`config.mk`:
```
export PLATFORM = sky130hd
export DESIGN_NAME = sle_cell
export DESIGN_NICKNAME = d
export VERILOG_FILES = /design/src/sv/sle_pkg.sv /design/src/sv/sle_cell.sv
export SDC_FILE = /design/constraint.sdc
export NUM_CORES = 1
export LEC_CHECK = 0
export BUFFER_PORTS_ARGS = -buffer_cell sky130_fd_sc_hd__buf_4
export CORE_MARGIN = 5
export CORE_UTILIZATION = 33
export DETAILED_ROUTE_END_ITERATION = 12
export GPL_TIMING_DRIVEN = 0
export PLACE_DENSITY_LB_ADDON = 0.2
export SYNTH_ARGS = -nofsm -noshare
export SYNTH_HDL_FRONTEND = slang
export SYNTH_SLANG_ARGS = --single-unit
```
`constraint.sdc`:
```
create_clock -name clock -period 2.4 [get_ports clock]
set_input_delay 0 -clock clock [delete_from_list [all_inputs] [get_ports clock]]
set_output_delay 0 -clock clock [all_outputs]
set_load 0.1 [all_outputs]
```
`src/sv/sle_pkg.sv`:
```
package sle_pkg;

   // widest count the cells support (CAPACITY up to 1024)
   localparam int CNT_W_MAX = 11;
   localparam int DATA_W    = 32;

   localparam logic [6:0] NONE_FOUND = 7'h7F;

   typedef enum logic [2:0] {
      CMD_APPEND       = 3'd0,
      CMD_REMOVE_LAST  = 3'd1,
      CMD_PREPEND      = 3'd2,
      CMD_REMOVE_FIRST = 3'd3,
      CMD_SEARCH       = 3'd4,
      CMD_INSERT       = 3'd5,
      CMD_ERASE        = 3'd6
   } cmd_type;

   typedef enum logic [1:0] {
      ST_OK     = 2'd0,
      ST_FULL   = 2'd1,
      ST_EMPTY  = 2'd2,
      ST_BADPOS = 2'd3
   } status_type;

   typedef enum logic {
      S_IDLE,
      S_SCAN
   } state_type;

   // broadcast to every cell of the row
   typedef struct packed {
      logic                  shift_up;    // take left neighbor for lo < i <= hi
      logic                  write;       // load value at i == lo
      logic                  shift_down;  // take right neighbor for lo <= i < hi-1
      logic                  clear;       // zero the cell at i == hi-1
      logic                  load_hits;   // capture compare results
      logic                  shift_hits;  // move hit bits one cell toward the head
      logic [CNT_W_MAX-1:0]  lo;
      logic [CNT_W_MAX-1:0]  hi;
      logic [CNT_W_MAX-1:0]  first;
      logic [DATA_W-1:0]     value;
   } ctrl_type;

endpackage

```
`src/sv/sle_cell.sv`:
```
module sle_cell #(
   parameter int INDEX = 0
) (
   input  logic                        clock,
   input  logic                        reset,
   input  sle_pkg::ctrl_type           ctrl,
   input  logic [sle_pkg::DATA_W-1:0]  left_element,
   input  logic [sle_pkg::DATA_W-1:0]  right_element,
   input  logic                        right_hit,
   output logic [sle_pkg::DATA_W-1:0]  element,
   output logic                        hit
);

   localparam logic [sle_pkg::CNT_W_MAX-1:0] IDX    = sle_pkg::CNT_W_MAX'(INDEX);
   localparam logic [sle_pkg::CNT_W_MAX-1:0] IDX_P1 = sle_pkg::CNT_W_MAX'(INDEX + 1);

   logic [sle_pkg::DATA_W-1:0] element_ff;
   logic [sle_pkg::DATA_W-1:0] element_in;
   logic                       hit_ff;
   logic                       hit_in;
   logic                       match;

   always_comb begin
      priority if (ctrl.shift_up && (IDX > ctrl.lo) && (IDX <= ctrl.hi)) begin
         element_in = left_element;
      end else if (ctrl.write && (IDX == ctrl.lo)) begin
         element_in = ctrl.value;
      end else if (ctrl.shift_down && (IDX >= ctrl.lo) && (IDX_P1 < ctrl.hi)) begin
         element_in = right_element;
      end else if (ctrl.clear && (IDX_P1 == ctrl.hi)) begin
         element_in = '0;
      end else begin
         element_in = element_ff;
      end
   end

   assign match = (IDX >= ctrl.first) && (IDX < ctrl.hi) && (element_ff == ctrl.value);

   always_comb begin
      priority if (ctrl.load_hits) begin
         hit_in = match;
      end else if (ctrl.shift_hits) begin
         hit_in = right_hit;
      end else begin
         hit_in = hit_ff;
      end
   end

   always_ff @(posedge clock) begin
      element_ff <= element_in;
   end

   always_ff @(posedge clock) begin
      if (reset) begin
         hit_ff <= 1'b0;
      end else begin
         hit_ff <= hit_in;
      end
   end

   assign element = element_ff;
   assign hit     = hit_ff;

endmodule

```
; ---- Yosys cells after proc, flatten, opt, wreduce, memory -nomap -nowiden
; Index checks and enable logic that the tools add are counted.
[word_totals]
word_cells = 27
inputBits = 138
regBits = 33
out_inout_bits = 33
[op_classes]
magnitude_cmp = 6
n_eq_ne = 2
n_reduce_logical = 11
mux = 6
[op_table]
columns = op, n
row1 = 32-bit 2-to-1 mux, 4
row2 = 32-bit == test, 1
row3 = "1-bit by 11-bit greater-or-equal comparator with 1-bit output, first input constant", 2
row4 = "1-bit by 11-bit < comparator with 1-bit output, first input constant", 2
row5 = "1-bit by 11-bit == test with 1-bit output, first input constant", 1
row6 = "1-bit by 11-bit > comparator with 1-bit output, first input constant", 1
row7 = "1-bit by 11-bit less-or-equal comparator with 1-bit output, first input constant", 1
row8 = 11-bit zero test, 1
row9 = 1-bit logical AND, 8
row10 = 4-bit nonzero test, 1
row11 = 1-bit 2-to-1 mux, 2
row12 = 2-bit nonzero test, 1

; ---- Logic depth before layout (Yosys ltp)
; Gate-level depths: netlist (run 1).
[depth]
word_depth = 6
depth_mapped = 6
depth_no_buf = 4

; ---- Least setup slack after synthesis (run 1)
; Ideal clock, no wire load.
[synth_path]
path_type = input to register
from = input ctrl[48] (netlist name)
to = register element_ff (netlist bit element[0]), enable pin
arrival_time_ns = 2.014
t_required_ns = 1.967
setup_ns = 0.433
setup_slack_ns = -0.046
n_path_buf = 0
path_stages = 3
cell_sequence = nor4_2 nand3_1 o22ai_1
[synth_via]
elab_chain_cells = 3
word_cells_on_any_way = 7
classes_between = 2 x order compare / 1 x eq/ne / 4 x reduce/logical
[synth_rtl]
columns = item, line_no
row1 = "start, declared", sle_cell.sv:6  ; input sle_pkg::ctrl_type ctrl,
row2 = 1-bit by 11-bit less-or-equal comparator with 1-bit output (tied with other cells), sle_cell.sv:24  ; priority if (ctrl.shift_up && (IDX > ctrl.lo) && (IDX <= ctrl.hi)) begin
row3 = "1-bit logical AND, on equally long branches", "sle_cell.sv:24, sle_cell.sv:28, sle_cell.sv:30"
row4 = 4-bit nonzero test (no source line) (*), --
row5 = "end signal, assigned", sle_cell.sv:50  ; element_ff <= element_in;
row6 = "end, declared", sle_cell.sv:17  ; logic [sle_pkg::DATA_W-1:0] element_ff;
; Every way passes the cells marked *; elsewhere a longest branch is shown, timed or not.
; A chain may end at the register's enable or synchronous reset.

; ---- Final worst setup path (run 1)
[layout_path]
from = register element_ff (netlist bit element[1])
to = register hit_ff, in the netlist hit
[layout_via]
elab_chain_cells = 3
[layout_rtl]
columns = item, line_no
row1 = 32-bit == test, sle_cell.sv:37  ; assign match = (IDX >= ctrl.first) && (IDX < ctrl.hi) && (element_ff == ctrl.value);
row2 = 1-bit logical AND, sle_cell.sv:37
row3 = 1-bit 2-to-1 mux, sle_cell.sv:40  ; priority if (ctrl.load_hits) begin
row4 = "end signal, assigned", sle_cell.sv:57  ; hit_ff <= hit_in;
row5 = "end, declared", sle_cell.sv:19  ; logic hit_ff;
; No other way between the ends.

==> impl_results.md, run 1 <==
- Status: finished clean
- Layout cells sized above 1: between 50 and 60%
- CP Cell Sequence: xor2_1 > nor4_1 > nand4_1 > o31ai_1
- CTS tree: yes
- Clk sinks: 33
- Syn Inst Count: about 140
- CP max stage cell: edfxtp_1
- Layout Area Growth over Synthesis: 79.9%
- Syn. warnings: 0
- Kind of critical path: flip-flop to flip-flop
- Worst Setup SP: element[1]$_DFFE_PP_
- Setup ws final: 0.913 ns
- Antenna violations before repair: 0
- Antenna Nets Post-Route: 0
- Worst vdd ir: between 200 and 250 uV
- Seq cells post-synth: 33
- Synth top area share: between 50% and 60%
- Critical path launch point type: flip-flop
- CP Capture Type: flip-flop
- Compound-Gate Fraction of Synth Area: between 10% and 20%
- Rows: 27
- Total setup buffers inserted after CTS: 0
- Vias: about 1800
- Drt drc: 0
- Clock Path Buffers: 2
- Reg2Reg Launch Point: element[1]$_DFFE_PP_
- Largest area contributor in the netlist: edfxtp_1
- Worst Hold Launch: right_element[26]
- Num ports: 171
- Total power: about 1.3 mW
- Final Hold Vio Count: 0
- WL/cell: ~17 um
- CTS clk-pin slew, worst paths: ~0.070 ns
- Period utilization: about three fifths
- Vias in the first global route: 1945
- Final #Nets: 442
- Lkg Pwr: between 1 and 1.5 nW
- Distinct cells, synth: 25
- Initial core utilization: between 30% and 40%
- TNS Setup: 0 ns
- Antenna diode count: 0
- Post-CTS Resized: 0
- First-pass GRT wire length: around 9500 um
- Placed Instances: approximately 350
- Fin. max-slew vios: 0
- Fraction of the mapped netlist area in simple logic gates: under 10%
- Router iterations before antenna repair: 3
- Pre-CTS WS: between 0.6 and 0.7 ns
- Routability cong.: between 0.7 and 0.8
- Minimum clock period: 1.49 ns
- Max-cap viol count: 0
- Grt total ovfl: 0
- Avg Inst Size Synth: approximately 13 um2
- Die H: 84.6 um
- DPL Wire Length: between 4000 and 5000 um
- Post-Layout Inst Area: between 3000 and 4000 um2
- Clock Skews: 0.00591 ns
- Final setup violation count: 0
- Worst Path Required: approximately 2.6 ns
- Critical Path Max Stage Delay: 0.41 ns
- Non-Filler Instances: 377
- Top cells by area, synth: edfxtp_1, xor2_1, a22o_1, nor4_1, buf_8
- Die ar.: around 7000 um2
- RSZ-0062 raised after global routing: false
- Placed Area: ~3000 um2
- Tot GR Track Use: 16.8%
- Main combinational cell family by area after synthesis: compound AO/OA/AOI/OAI gates
- I/O Buffers: between 100 and 150
- Post-synthesis mux area share: less than 1%
- Adder-Cell Fraction of Synth Area: 0%
- Max-Slew Margin vs Limit: between 50% and 60%
- Worst Hold Slack: a little over 0.008 ns
- Clock Latency Late Sink: roughly 0.28 ns
- Die Width: approximately 85 um
- Sequential fraction of the synthesis area: between 50% and 60%
- Post-Syn Area: 1840 um2
- Synth Area in XOR/XNOR: 15.3%
- Root buffer cell: clkbuf_8
- Drt initial violations: 40
- CP Max Fanout: 2
- Core ar.: around 5500 um2
- Max frequency: slightly below 0.7 GHz
- Routed WL: 6290 um
- Worst slew pin tran: 0.654 ns
- H-tree depth: 2
- Pwr/cell area: about 380 nW/um2
- Critical path arrival: about 1.7 ns
- Post-Route Utilization: between 60% and 70%
- Largest net degree at the start of global routing: 18
- Vias per cell: approximately 4.8
- Number of buffers created by CTS: 5
- Hold WC Path Type: primary input to flip-flop
- Syn_nets: 275
[where the power goes]
| part | total [mW] | internal (mW) | switching (mW) |
|---|---|---|---|
| Combinational | 0.215 | 0.149 | 0.0661 |
| Clock | 0.416 | 0.200 | 0.216 |
| Sequential | 0.623 | 0.622 | 0.000579 |
| Total | 1.25 | 0.971 | 0.283 |
[path summary, 6_finish.rpt]
path         depth (start not counted)  slack [ns]                    end
min reg2reg                          4        0.79       hit$_SDFFE_PP0P_
max reg2reg                          4        0.91       hit$_SDFFE_PP0P_
min                                  2       0.008  element[26]$_DFFE_PP_
max                                  4        0.91       hit$_SDFFE_PP0P_
[area by class of cell]
class	count	area [um2]
tap	72	90.1
fill	474	2170
sequential	33	981
clock inverter	3	17.5
multi-input combinational	96	793
inverter	1	3.75
buffer	7	71.3
timing repair buffer	160	1280
clock buffer	5	68.8
[per-layer routing]
metal	vias to the layer above	share of wire, %	GRT usage [%]
met5	-	0	0
met4	0	0.72	3.02
met3	5	8.0	6.18
met2	74	53	31.2
met1	826	38	18.5
li1	886	-	-
[placed cells by master (no fill, tap or decap), types with 3 or more instances in the layout]
cell type	synthesis	routed
buf_4	0	137
xor2_1	32	32
edfxtp_1	32	32
a22o_1	30	30
dlygate4sd3_1	0	22
nor4_1	10	10
clkbuf_8	0	5
nor4_2	3	3
nand3_1	3	3
nor2_1	3	3
buf_2	3	3
buf_8	3	3
[kinds of logic after synthesis]
| logic type | Yosys count |
|---|---|
| compound gates | 36 |
| xor+xnor | 32 |
| buf+inv | 8 |
| flops | 33 |
| mux | 1 |
| simple gates | 27 |
[registers in the layout (all words and copies together), names as in the netlist]
signal,flops
element,32
hit,1
[synthesized netlist by cell type (all sizes together)]
cell,count
a21oi,1
a22o,32
and3,1
and4bb,1
buf,7
dfxtp,1
edfxtp,32
inv,1
mux2i,1
nand2,1
nand3,3
nand4,1
nor2,3
nor3,2
nor4,13
o2111ai,1
o22ai,1
o31ai,1
or3,1
or4,1
xor2,32
[what timing repair did]
item | CTS | global route
hold endpoints to repair | 19 | 2
setup endpoints to repair | 0 | 0
hold buffers | 20 | 2
[critical path: cells and delay by family, from the launching register on]
kind                      cells  cell delay (ns)
AOI/OAI and AO/OA             1             0.22
xor gates and xnor gates      1             0.16
DFF                           1             0.41
and+or+nand+nor               2             0.61
No activity file was read; power rests on OpenSTA's default activity.
==> run 2: changes to the inputs <==
CORE_UTILIZATION = 37   (was 33)
clock period = 1.55 ns   (was 2.4 ns; I/O delays follow)
==> impl_results.md, run 2 (synthesized netlist as in run 1, its figures left out) <==
- Pwr/cell area: 596 nW/um2 (+57%)
- Worst Path Required: 1.76 ns (-0.84 ns)
- Critical path launch point type: primary input
- DPL Wire Length: 4610 um (-3.5%)
- Vias in the first global route: 1890 (-2.8%)
- Die Width: 80.4 um (-4.9%)
- Antenna violations before repair: 0 (unchanged)
- Final setup violation count: 0 (unchanged)
- Worst slew pin tran: 0.649 ns (-0.00501 ns)
- Vias per cell: 4.86 (+2.4%)
- CP Capture Type: flip-flop
- CP bufs+invs: 3 (+3)
- Router iterations before antenna repair: 3 (unchanged)
- Max-Slew Margin vs Limit: 56.7% (+0.33 points)
- Pre-CTS WS: -0.352 ns (-0.993 ns)
- Commonest non-fill, non-tap cell in the layout: buf_4
- Clock Path Buffers: 2 (unchanged)
- Number of buffers created by CTS: 5 (unchanged)
- Rows: 25 (-7.4%)
- CTS clk-pin slew, worst paths: 0.08 ns (about the same)
- Num ports: 171 (unchanged)
- Largest register FFs: 32 (unchanged)
- Drt initial violations: 65 (+63%)
- Grt total ovfl: 0 (unchanged)
- Period utilization: 93.4%
- Minimum clock period: around 1.4 ns
- Antenna Nets Post-Route: 0 (unchanged)
- Kind of critical path: primary input to flip-flop
- CP max stage cell: dlygate4sd3_1
- Critical path arrival: 1.66 ns (-0.03 ns)
- CTS tree: yes
- Die H: 80.4 um (-4.9%)
- Worst vdd ir: 474 uV (+120%)
- WL/cell: 16.9 um (+1.1%)
- Cell family with most CP delay: buffers and inverters
- Antenna diode count: 0 (unchanged)
- Largest net degree at the start of global routing: 17 (-1)
- Comb pwr share: 16.6% (-0.5 points)
- Clock power frac: 32.7% (-0.5 points)
- Fillers: 394 (-17%)
- Clock Latency Late Sink: 0.29 ns (about the same)
- Clk sinks: 33 (unchanged)
- Vias: 1756 (-2.0%)
- Status: finished clean
- Worst Hold Slack: 0.00339 ns (-0.00493 ns)
- Core ar.: 4750 um2 (-13%)
- Drt drc: 0 (unchanged)
- Routability cong.: 0.714 (-1.7%)
- Critical Path Max Stage Delay: 0.57 ns (+0.16 ns)
- I/O Buffers: 137 (unchanged)
- Hold WC Path Type: primary input to flip-flop
- H-tree depth: 2 (unchanged)
- Commonest cells after routing, fill and taps aside: buf_4, xor2_1, edfxtp_1, a22o_1, dlygate4sd3_1
- Die ar.: 6470 um2 (-9.6%)
- Initial core utilization: 38.6% (+5.1 points)
- Clock Skews: 0.0114 ns (+0.00549 ns)
- Max-cap viol count: 0 (unchanged)
- Worst path most repeated cell: dlygate4sd3_1
- Sw Share: 22.1% (-0.47 points)
- Lkg Pwr: 1.25 nW (-4.4%)
- CP Cell Sequence: dlygate4sd3_1 > buf_4 > or3_1 > dlygate4sd3_1 > o31ai_1
- Setup ws final: 0.102 ns (-0.811 ns)
- Tot GR Track Use: 18.8% (+1.9 points)
- Internal: 1.48 mW (+53%)
- Layout Area Growth over Synthesis: 73.7%
- Max frequency: between 0.6 and 0.7 GHz
- CP Max Fanout: 2 (unchanged)
- Final #Nets: 432 (-2.3%)
- P_sw: 420 uW (+48%)
- Final Hold Vio Count: 0 (unchanged)
- First-pass GRT wire length: 9160 um (-3.4%)
- Sequential share of power: 50.7% (+1.0 points)
- R2R Setup Slk: 0.14 ns (-0.77 ns)
- RSZ-0062 raised after global routing: false
- Root buffer cell: clkbuf_8
- TNS Setup: 0 ns (unchanged)
- Routed WL: 6090 um (-3.2%)
- Layout cells sized above 1: 53.7% (+1.6 points)
- Fin. max-slew vios: 0 (unchanged)
## run 2: routing by layer
layer  GRT usage, %  wire length (um)
met5              0                 0
met4           4.05                43
met3           6.61               623
met2           34.2              3110
met1           20.8              2320
## run 2: repair_timing
item,in CTS,in global routing
hold buffers,9,3
setup endpoints to repair,32,33
gates cloned,1,0
hold endpoints to repair,8,3
buffers inserted,0,0
gates resized for setup,1,2
pin swaps,1,0
## run 2: layout make-up
type	count	area, um2	area share (%)
buffer	7	71.3	2.24
inverter	1	3.75	0.118
clock buffer	6	72.6	2.28
sequential	33	981	30.8
clock inverter	1	3.75	0.118
multi-input combinational	97	823	25.8
tap	67	83.8	2.63
timing repair buffer	149	1150	36.0
## run 2: power groups by stage
stage / Sequential (mW) / Clock [mW] / Combinational, mW
CTS: 0.965 / 0.630 / 0.309
global placement: 0.984 / 0 / 0.284
detailed placement: 0.984 / 0 / 0.287
finish: 0.965 / 0.621 / 0.315
global route: 0.964 / 0.665 / 0.343
floorplan: 0.995 / 0 / 0.0441
## run 2: stage by stage
| stage | cells | total power [mW] | area (um2) | util, % |
|---|---|---|---|---|
| after floorplan | 137 | 1.04 | 1850 | - |
| after global placement | 341 | 1.27 | 2960 | 62.3 |
| after detailed placement | 341 | 1.27 | 2960 | 62.3 |
| after CTS | 358 | 1.90 | 3150 | 66.2 |
| after global routing | 361 | 1.97 | 3190 | 67.1 |
| final | 361 | 1.90 | 3190 | 67.1 |
## run 2: final timing paths
kind / end / startpoint / depth (start not counted)
setup / recovery: hit$_SDFFE_PP0P_ / ctrl[66] / 5
hold reg to reg: hit$_SDFFE_PP0P_ / element[25]$_DFFE_PP_ / 4
setup reg to reg: hit$_SDFFE_PP0P_ / element[8]$_DFFE_PP_ / 4
hold / removal: element[16]$_DFFE_PP_ / right_element[16] / 2
## run 2: worst register-to-register path, stage by stage (launching register included)
cell	delay [ns]
edfxtp_1	0.40
xor2_1	0.17
nor4_2	0.33
nand4_1	0.19
o31ai_1	0.25
==> run 3: changes to the inputs <==
HOLD_SLACK_MARGIN = 0.08   (was unset)
==> impl_results.md, run 3 (synthesized netlist as in run 1, its figures left out) <==
- Status: finished clean
- Clock Path Buffers: 2 (unchanged)
- Post-Route Utilization: 78.8% (+12 points)
- Worst Hold Launch: ctrl[43]
- Drt initial violations: 60 (-7.7%)
- Antenna Nets Post-Route: 0 (unchanged)
- R2R Setup Slk: 0.13 ns (about the same)
- Initial core utilization: 38.6% (unchanged)
- CP Max Fanout: 2 (unchanged)
- Final #Nets: 488 (+13%)
- Largest register FFs: 32 (unchanged)
- Layout cells sized above 1: 45.1% (-8.6 points)
- Multi-input logic area: 823 um2 (unchanged)
- Reg2Reg Launch Point: hit$_SDFFE_PP0P_
- Placed Instances: 341 (unchanged)
- Commonest cells after routing, fill and taps aside: buf_4, dlygate4sd3_1, xor2_1, edfxtp_1, a22o_1
- Final setup violation count: 0 (unchanged)
- RSZ-0062 raised after global routing: false
- DPL Wire Length: 4610 um (unchanged)
- Placed Area: 2960 um2 (unchanged)
- CP Capture Type: flip-flop
- Routed WL: 7170 um (+18%)
- Drt drc: 0 (unchanged)
- Vias in the first global route: 2285 (+21%)
- First-pass GRT wire length: 11200 um (+22%)
- Hold depth: 3 (+1)
- Max frequency: 0.678 GHz (-1.9%)
- Root buffer cell: clkbuf_8
- Core ar.: 4750 um2 (unchanged)
- Kind of critical path: primary input to flip-flop
- Commonest non-fill, non-tap cell in the layout: buf_4
- Post-Layout Inst Area: 3750 um2 (+18%)
- CTS clk-pin slew, worst paths: 0.07 ns (about the same)
- Register Area: 981 um2 (unchanged)
- Number of buffers created by CTS: 5 (unchanged)
- Worst vdd ir: 432 uV (-8.8%)
- Clock Skews: 0.00664 ns (-0.00476 ns)
- Die Width: 80.4 um (unchanged)
- Die H: 80.4 um (unchanged)
- WL/cell: 17.2 um (+1.9%)
- Fillers: 316 (-20%)
- Largest net degree at the start of global routing: 17 (unchanged)
- Max-cap viol count: 0 (unchanged)
- Worst Path Required: 1.74 ns (-0.02 ns)
- Max-Slew Margin vs Limit: 58.9% (+2.2 points)
- Routability cong.: 0.714 (unchanged)
- Tot GR Track Use: 22.6% (+3.8 points)
- Router iterations before antenna repair: 6 (+3)
- Lkg Pwr: 1.48 nW (+19%)
- Fin. max-slew vios: 0 (unchanged)
- Antenna violations before repair: 0 (unchanged)
- Vias: 2028 (+15%)
- Num ports: 171 (unchanged)
- Worst slew pin tran: 0.616 ns (-0.0329 ns)
- Final Hold Vio Count: 0 (unchanged)
- FF-to-FF End: hit$_SDFFE_PP0P_
- Period utilization: 95.2% (+1.8 points)
- Pwr/cell area: 534 nW/um2 (-11%)
- Die ar.: 6470 um2 (unchanged)
- Minimum clock period: 1.48 ns (+0.0277 ns)
- Critical path launch point type: primary input
- Grt total ovfl: 0 (unchanged)
- Worst reg2reg path depth: 4 (unchanged)
- Critical path arrival: 1.67 ns (about the same)
- Vias per cell: 4.86 (about the same)
- Clock Latency Late Sink: 0.27 ns (-0.02 ns)
- Antenna diode count: 0 (unchanged)
- CTS tree: yes
- Clk sinks: 33 (unchanged)
- Non-Filler Instances: 417 (+16%)
- H-tree depth: 2 (unchanged)
- I/O Buffers: 137 (unchanged)
- Hold WC Path Type: primary input to flip-flop
- WHS Endpoint: hit$_SDFFE_PP0P_
- Worst Hold Slack: 0.152 ns (+0.148 ns)
- Layout Area Growth over Synthesis: 104%
- Rows: 25 (unchanged)
## run 3: layout make-up
cell class / instances / area share, %
Tap cell: 67 / 2.24
Clock inverter: 1 / 0.100
Buffer: 7 / 1.90
Inverter: 1 / 0.100
Timing Repair Buffer: 205 / 45.6
Multi-Input combinational cell: 97 / 22.0
Clock buffer: 6 / 1.94
Sequential cell: 33 / 26.2
## run 3: per-layer routing
| layer | global-route usage, % | share of wire [%] |
|---|---|---|
| met4 | 4.05 | 0.60 |
| met3 | 5.27 | 8.8 |
| met2 | 44.2 | 54 |
| met1 | 24.5 | 37 |
| met5 | 0 | 0 |
## run 3: how the worst max path moves through the flow
stage,from,end,slack [ns]
after floorplan,element[2]$_DFFE_PP_,hit$_SDFFE_PP0P_,-0.21
after global placement,ctrl[60],element[28]$_DFFE_PP_,-0.33
after detailed placement,ctrl[58],element[1]$_DFFE_PP_,-0.35
after CTS,element[8]$_DFFE_PP_,hit$_SDFFE_PP0P_,0.01
after global routing,element[7]$_DFFE_PP_,hit$_SDFFE_PP0P_,0.01
final,ctrl[66],hit$_SDFFE_PP0P_,0.07
## run 3: repair_timing
| action | in CTS | in global routing |
|---|---|---|
| gates cloned | 1 | 0 |
| setup buffers | 0 | 0 |
| hold buffers | 68 | 0 |
| endpoints found under the setup margin | 32 | 33 |
| endpoints found under the hold margin | 33 | 0 |
| pin swaps | 1 | 0 |
| resized for setup | 1 | 2 |
## run 3: worst max-delay path: stages
cell and delay [ns]:
dlygate4sd3_1 0.54, buf_4 0.13, or3_1 0.36, dlygate4sd3_1 0.57
o31ai_1 0.06
## run 3: power breakdown
part	total (mW)	switching (mW)	internal [mW]
combinational	0.439	0.132	0.307
clock	0.597	0.294	0.303
sequential	0.965	0.000910	0.964
## run 3: per-stage QoR
step           TNS (ns)  setup slack, ns  total power [mW]
2_1_floorplan    -0.212           -0.212              1.04
3_3_place_gp     -10.97           -0.333              1.27
3_5_place_dp     -11.81           -0.352              1.27
4_1_cts               0           0.0102              2.02
5_1_grt               0           0.0118              2.08
6_report              0           0.0744              2.00
